--- config.mk ---
export PLATFORM = sky130hd
export DESIGN_NAME = oel_ram
export DESIGN_NICKNAME = d
export VERILOG_FILES = /design/src/rtl/core/oel_pkg.sv /design/src/rtl/core/oel_ram.sv
export SDC_FILE = /design/constraint.sdc
export NUM_CORES = 2
export LEC_CHECK = 0
export BUFFER_PORTS_ARGS = -buffer_cell sky130_fd_sc_hd__buf_2
export CAP_MARGIN = 20
export CORE_MARGIN = 4
export CORE_UTILIZATION = 35
export DETAILED_ROUTE_END_ITERATION = 10
export GPL_TIMING_DRIVEN = 1
export PLACE_DENSITY = 0.52
export SYNTH_ARGS = -nofsm -noshare
export SYNTH_HDL_FRONTEND = slang
export SYNTH_SLANG_ARGS = --single-unit
--- constraint.sdc ---
create_clock -name clk -period 4.8 [get_ports clk]
set_input_delay 0.48 -clock clk [delete_from_list [all_inputs] [get_ports clk]]
set_output_delay 0.48 -clock clk [all_outputs]
set_load 0.03 [all_outputs]
--- src/rtl/core/oel_pkg.sv ---
`default_nettype none
package oel_pkg;

  localparam int DEPTH_DEF      = 64;
  localparam int ENTRY_BITS_DEF = 32;

  localparam int OPC_W   = 4;
  localparam int IDX_W   = 7;
  localparam int VAL_W   = 32;
  localparam int POS_W   = 6;
  localparam int COUNT_W = 7;

  localparam logic [OPC_W-1:0] OP_APPEND  = 4'd0;
  localparam logic [OPC_W-1:0] OP_INSERT  = 4'd1;
  localparam logic [OPC_W-1:0] OP_SET     = 4'd2;
  localparam logic [OPC_W-1:0] OP_REM_IDX = 4'd3;
  localparam logic [OPC_W-1:0] OP_REM_VAL = 4'd4;
  localparam logic [OPC_W-1:0] OP_FIND    = 4'd5;
  localparam logic [OPC_W-1:0] OP_READ    = 4'd6;
  localparam logic [OPC_W-1:0] OP_SWAP    = 4'd7;
  localparam logic [OPC_W-1:0] OP_MOVE    = 4'd8;
  localparam logic [OPC_W-1:0] OP_BSWAP   = 4'd9;
  localparam logic [OPC_W-1:0] OP_CLEAR   = 4'd10;

  // segments of a block rearrangement
  localparam int NSEG = 5;

endpackage
`default_nettype wire

--- src/rtl/core/oel_ram.sv ---
`default_nettype none
module oel_ram import oel_pkg::*; #(
  parameter int DEPTH = DEPTH_DEF,
  parameter int WIDTH = ENTRY_BITS_DEF
) (
  input  wire logic                     clk,
  input  wire logic                     we,
  input  wire logic [$clog2(DEPTH)-1:0] waddr,
  input  wire logic [WIDTH-1:0]         wdata,
  input  wire logic [$clog2(DEPTH)-1:0] raddr,
  output logic      [WIDTH-1:0]         rdata
);

  logic [WIDTH-1:0] mem [DEPTH];

  always_ff @(posedge clk) begin
    if (we) begin
      mem[waddr] <= wdata;
    end
    rdata <= mem[raddr];
  end

endmodule
`default_nettype wire

Yosys cells after proc, flatten, opt, wreduce, memory -nomap -nowiden
Memories as Yosys holds them, arrays and structs flattened. A register that Yosys moved wholly into a read port is not among the register bits. Index checks and enable logic that the tools add are counted.

Register bits: 0. Bits in writable memories: 2048. Input bits: 46. Output and inout bits: 32. Memories: 1.

Muxes and demuxes: 2.

Memory list: mem (words 64, width 32, rd ports 1, clocked after Yosys merged registers in 1, wr ports 1, RTL line oel_ram.sv:14) `logic [WIDTH-1:0] mem [DEPTH];`.

Operator list (count): 2-to-1 mux 1 bit (2).

Depth between registers and ports, before layout
Depth after elaboration: 2. Mapped depth: 10. Mapped depth without buffers: 5.

Worst setup path after synthesis
No wires, ideal clock.

Path type: input to register. From: input waddr[3]. To: memory mem[48][0] (netlist bit) (enable). Data arrival time: 3.179 ns. Required time: 4.339 ns. Slack: 1.160 ns. Stages: 4. Buffers on the path: 1. Cells stage by stage: clkbuf_1 > nor2b_1 > nand4b_1 > nor3_1.

RTL lines: from (decl) (RTL line oel_ram.sv:8) `input wire logic [$clog2(DEPTH)-1:0] waddr,`; to (decl) (RTL line oel_ram.sv:14).

Straight into the memory's write port.

==> run_results.csv <==
group,metric,value,unit
worst_hold_path,hold_path_depth,1,
detailed_routing,dr.first_iter.drc_count,4015,
setup_path,reg2reg_depth,4,
clock_network,clock_latency,0.85,ns
power_and_ir_drop,p_comb_share,5.3,%
timing,setup_violations,0,
setup_path,arrival,3.81,ns
synth,synth_area_per_cell,23.6,um2
synth,syn_inst,3324,
synth,syn_area,0.0785,mm2
global_routing,track_usage,18.8,%
timing,finalClockSkew,0.0390,ns
cells_and_area,n_fill_cell,19400,
placement,io_buffers,77,
clock_network,cts_sinks,2080,
detailed_routing,via_per_inst,5.46,
timing,finalCriticalPeriod,3.14,ns
cells_and_area,drive_above_1_share,30.7,%
synth,async_reset_ff_share,0,%
clock_network,cts_buffer_depth,3,
detailed_routing,antenna_left,0,
floorplan,die_x,482,um
synth,ys_ff_latch,2080,
floorplan,die_h,482,um
clock_network,htreeDepth,4,
setup_path,r2r_setup_slack,2.27,ns
power_and_ir_drop,pwr-share-clk,41.4,%
placement,place_inst,6392,
timing,finalSetupTns,0,ns
cells_and_area,nets,3679,
setup_path,rr_startpoint,"mem[14][16]",
global_routing,grt_overflow,0,
power_and_ir_drop,seqPwrFrac,53.2,%
floorplan,io_pins,78,
timing,worst_pin_slew,1.08,ns
timing,hold_violations,0,
synth,ys_warn_count,0,
floorplan,die_area,0.232,mm2
setup_path,crit_path_end_kind,"flip-flop",
global_routing,grt_max_degree,65,
clock_network,clkTransAtPathRegs,0.06,ns
cells_and_area,seq_area,0.0621,mm2
cells_and_area,final_common_cell,"edfxtp_1",
detailed_routing,drt_pass1_iterations,5,
setup_path,critPathLaunch,"raddr[0]",
synth,seq_area_frac_synth,79.1,%
detailed_routing,drc,0,
synth,synth_edf_count,2048,
power_and_ir_drop,internal_power,29.6,mW
placement,dp_hpwl,128,mm
synth,yosysUniqueCellTypes,34,
cells_and_area,final_cells,6798,
worst_hold_path,hold_path_class,"input port to flip-flop",
power_and_ir_drop,powerDensity,418,mW/mm2
global_routing,antenna_found_initial,15,
cells_and_area,multi_input_area,0.0160,mm2
detailed_routing,wl_per_cell,32.1,um
timing,maxSlewHeadroom,28.0,%
floorplan,start_util,35.3,%
worst_hold_path,hp-start,"wdata[20]",
power_and_ir_drop,leakage,28.0,nW
clock_network,tritoncts,"built",
setup_path,required,5.47,ns
cells_and_area,syn2layout_area_growth,15.6,%
power_and_ir_drop,vdd_drop_max,0.268,mV
cells_and_area,final_cell_mix,"2048 x edfxtp_1, 544 x mux4_2, 213 x clkbuf_16, 169 x buf_4, 93 x mux2i_1",
timing,period_share,65.4,%
setup_path,worst-path-max-fanout,42,
synth,synth-main-ff-cell,"edfxtp_1",
status,status,"finished, final reports clean",
global_routing,grt_pass1_vias,37800,
detailed_routing,drt_wl_total,218,mm
setup_path,cp-start-kind,"input port",
floorplan,rows,173,
timing,rsz0062_at_grt,"no",
placement,place_congestion,0.759,
global_routing,grt_pass1_wl,307,mm
clock_network,cts_setup_buffers,0,
timing,slew_violations,0,
power_and_ir_drop,power.switching,8.35,mW
power_and_ir_drop,p_sw_share,22.0,%
setup_path,critPathCapture,"rdata[11]",
floorplan,coreArea,0.223,mm2
detailed_routing,vias,37100,
clock_network,cts-buffers-inserted,211,
job,max-cap-violations,0,
timing,clock.fmax,319,MHz
setup_path,worstReg2RegEnd,"rdata[16]",
synth,synthesis.nets,3370,
clock_network,clockRootBuffer,"clkbuf_16",
setup_path,path_class,"input port to flip-flop",
-- what timing repair did --
item | CTS | global route
gates resized for setup | 0 | 0
endpoints found under the hold margin | 0 | 6
hold buffers | 0 | 1
-- kinds of logic after synthesis --
family / count (synthesis) / share of synthesized area (%)
compound gates: 202 / 1.67
buf+inv: 182 / 1.13
flops: 2080 / 79.1
mux: 637 / 16.8
simple gates: 223 / 1.27
-- sequential cells by signal, summed over array words and instances, names as in the netlist --
signal  cells
mem      2048
rdata      32
-- cell type report --
cell class,count,area share [%]
Clock inverter,114,1.01
Clock buffer,282,6.24
Antenna cell,7,0.0193
Tap cell,2975,4.10
Timing Repair Buffer,278,2.57
Multi-Input combinational cell,1062,17.6
Sequential cell,2080,68.5
-- synthesized netlist by cell type (2+ instances only) --
cell type	n	area, um2
a311oi_1	8	70.1
buf_2	57	285
o221ai_1	27	236
or3_1	3	18.8
o22ai_1	84	526
o32ai_1	4	35.0
or3b_1	2	17.5
clkbuf_1	74	278
or3b_2	3	26.3
edfxtp_1	2048	61500
buf_4	25	188
nand3_1	5	25.0
mux2i_1	93	931
a22oi_1	12	90.1
nor2_1	137	514
buf_1	21	78.8
dfxtp_1	32	641
a21oi_1	62	310
and3_1	4	25.0
nand2b_1	8	50.1
and2_1	2	12.5
a41o_1	4	40.0
nand3b_1	5	37.5
nor3_1	7	35.0
nand4_1	2	12.5
nor2b_1	15	93.8
mux4_2	544	12300
buf_6	5	56.3
nand2_1	26	97.6
-- worst min-delay path by stage --
stage	end	slack, ns
CTS	mem[24][20]	0.1
global placement	rdata[17]	0.77
detailed placement	rdata[17]	0.77
floorplan	mem[0][0]	0.58
global route	mem[24][20]	0.13
finish	mem[26][20]	0.14
-- power by group through the flow --
stage	logic, mW	registers [mW]	clock network (mW)
finish	2.03	20.2	15.7
global route	2.15	20.2	16.8
CTS	2.07	20.2	16.0
detailed placement	2.07	20.6	0
global placement	2.06	20.6	0
floorplan	0.978	20.6	0
-- metal layers --
metal	wire length [um]	track usage, %
met5	29	0
met4	3910	3.79
met2	108000	31.0
met3	13600	2.99
met1	92900	26.6
-- critical path, cell delays in order --
cell	delay [ns]
buf_8	0.53
buf_12	0.38
buf_12	0.31
mux4_2	0.56
mux4_2	0.52
o22ai_1	0.73
nor2_1	0.15
-- metrics by stage --
| step | hold WS, ns | utilization [%] | power [mW] | instance area (um2) | setup slack (ns) |
|---|---|---|---|---|---|
| 2_1_floorplan | 0.579 | - | 21.6 | 78500 | 1.16 |
| 3_3_place_gp | 0.767 | 37.7 | 22.6 | 84000 | 0.820 |
| 3_5_place_dp | 0.771 | 37.8 | 22.7 | 84100 | 0.819 |
| 4_1_cts | 0.0959 | 40.7 | 38.3 | 90700 | 1.71 |
| 5_1_grt | 0.129 | 40.7 | 39.2 | 90700 | 1.63 |
| 6_report | 0.135 | 40.7 | 37.9 | 90800 | 1.66 |
(Power assumes the default switching activity.)
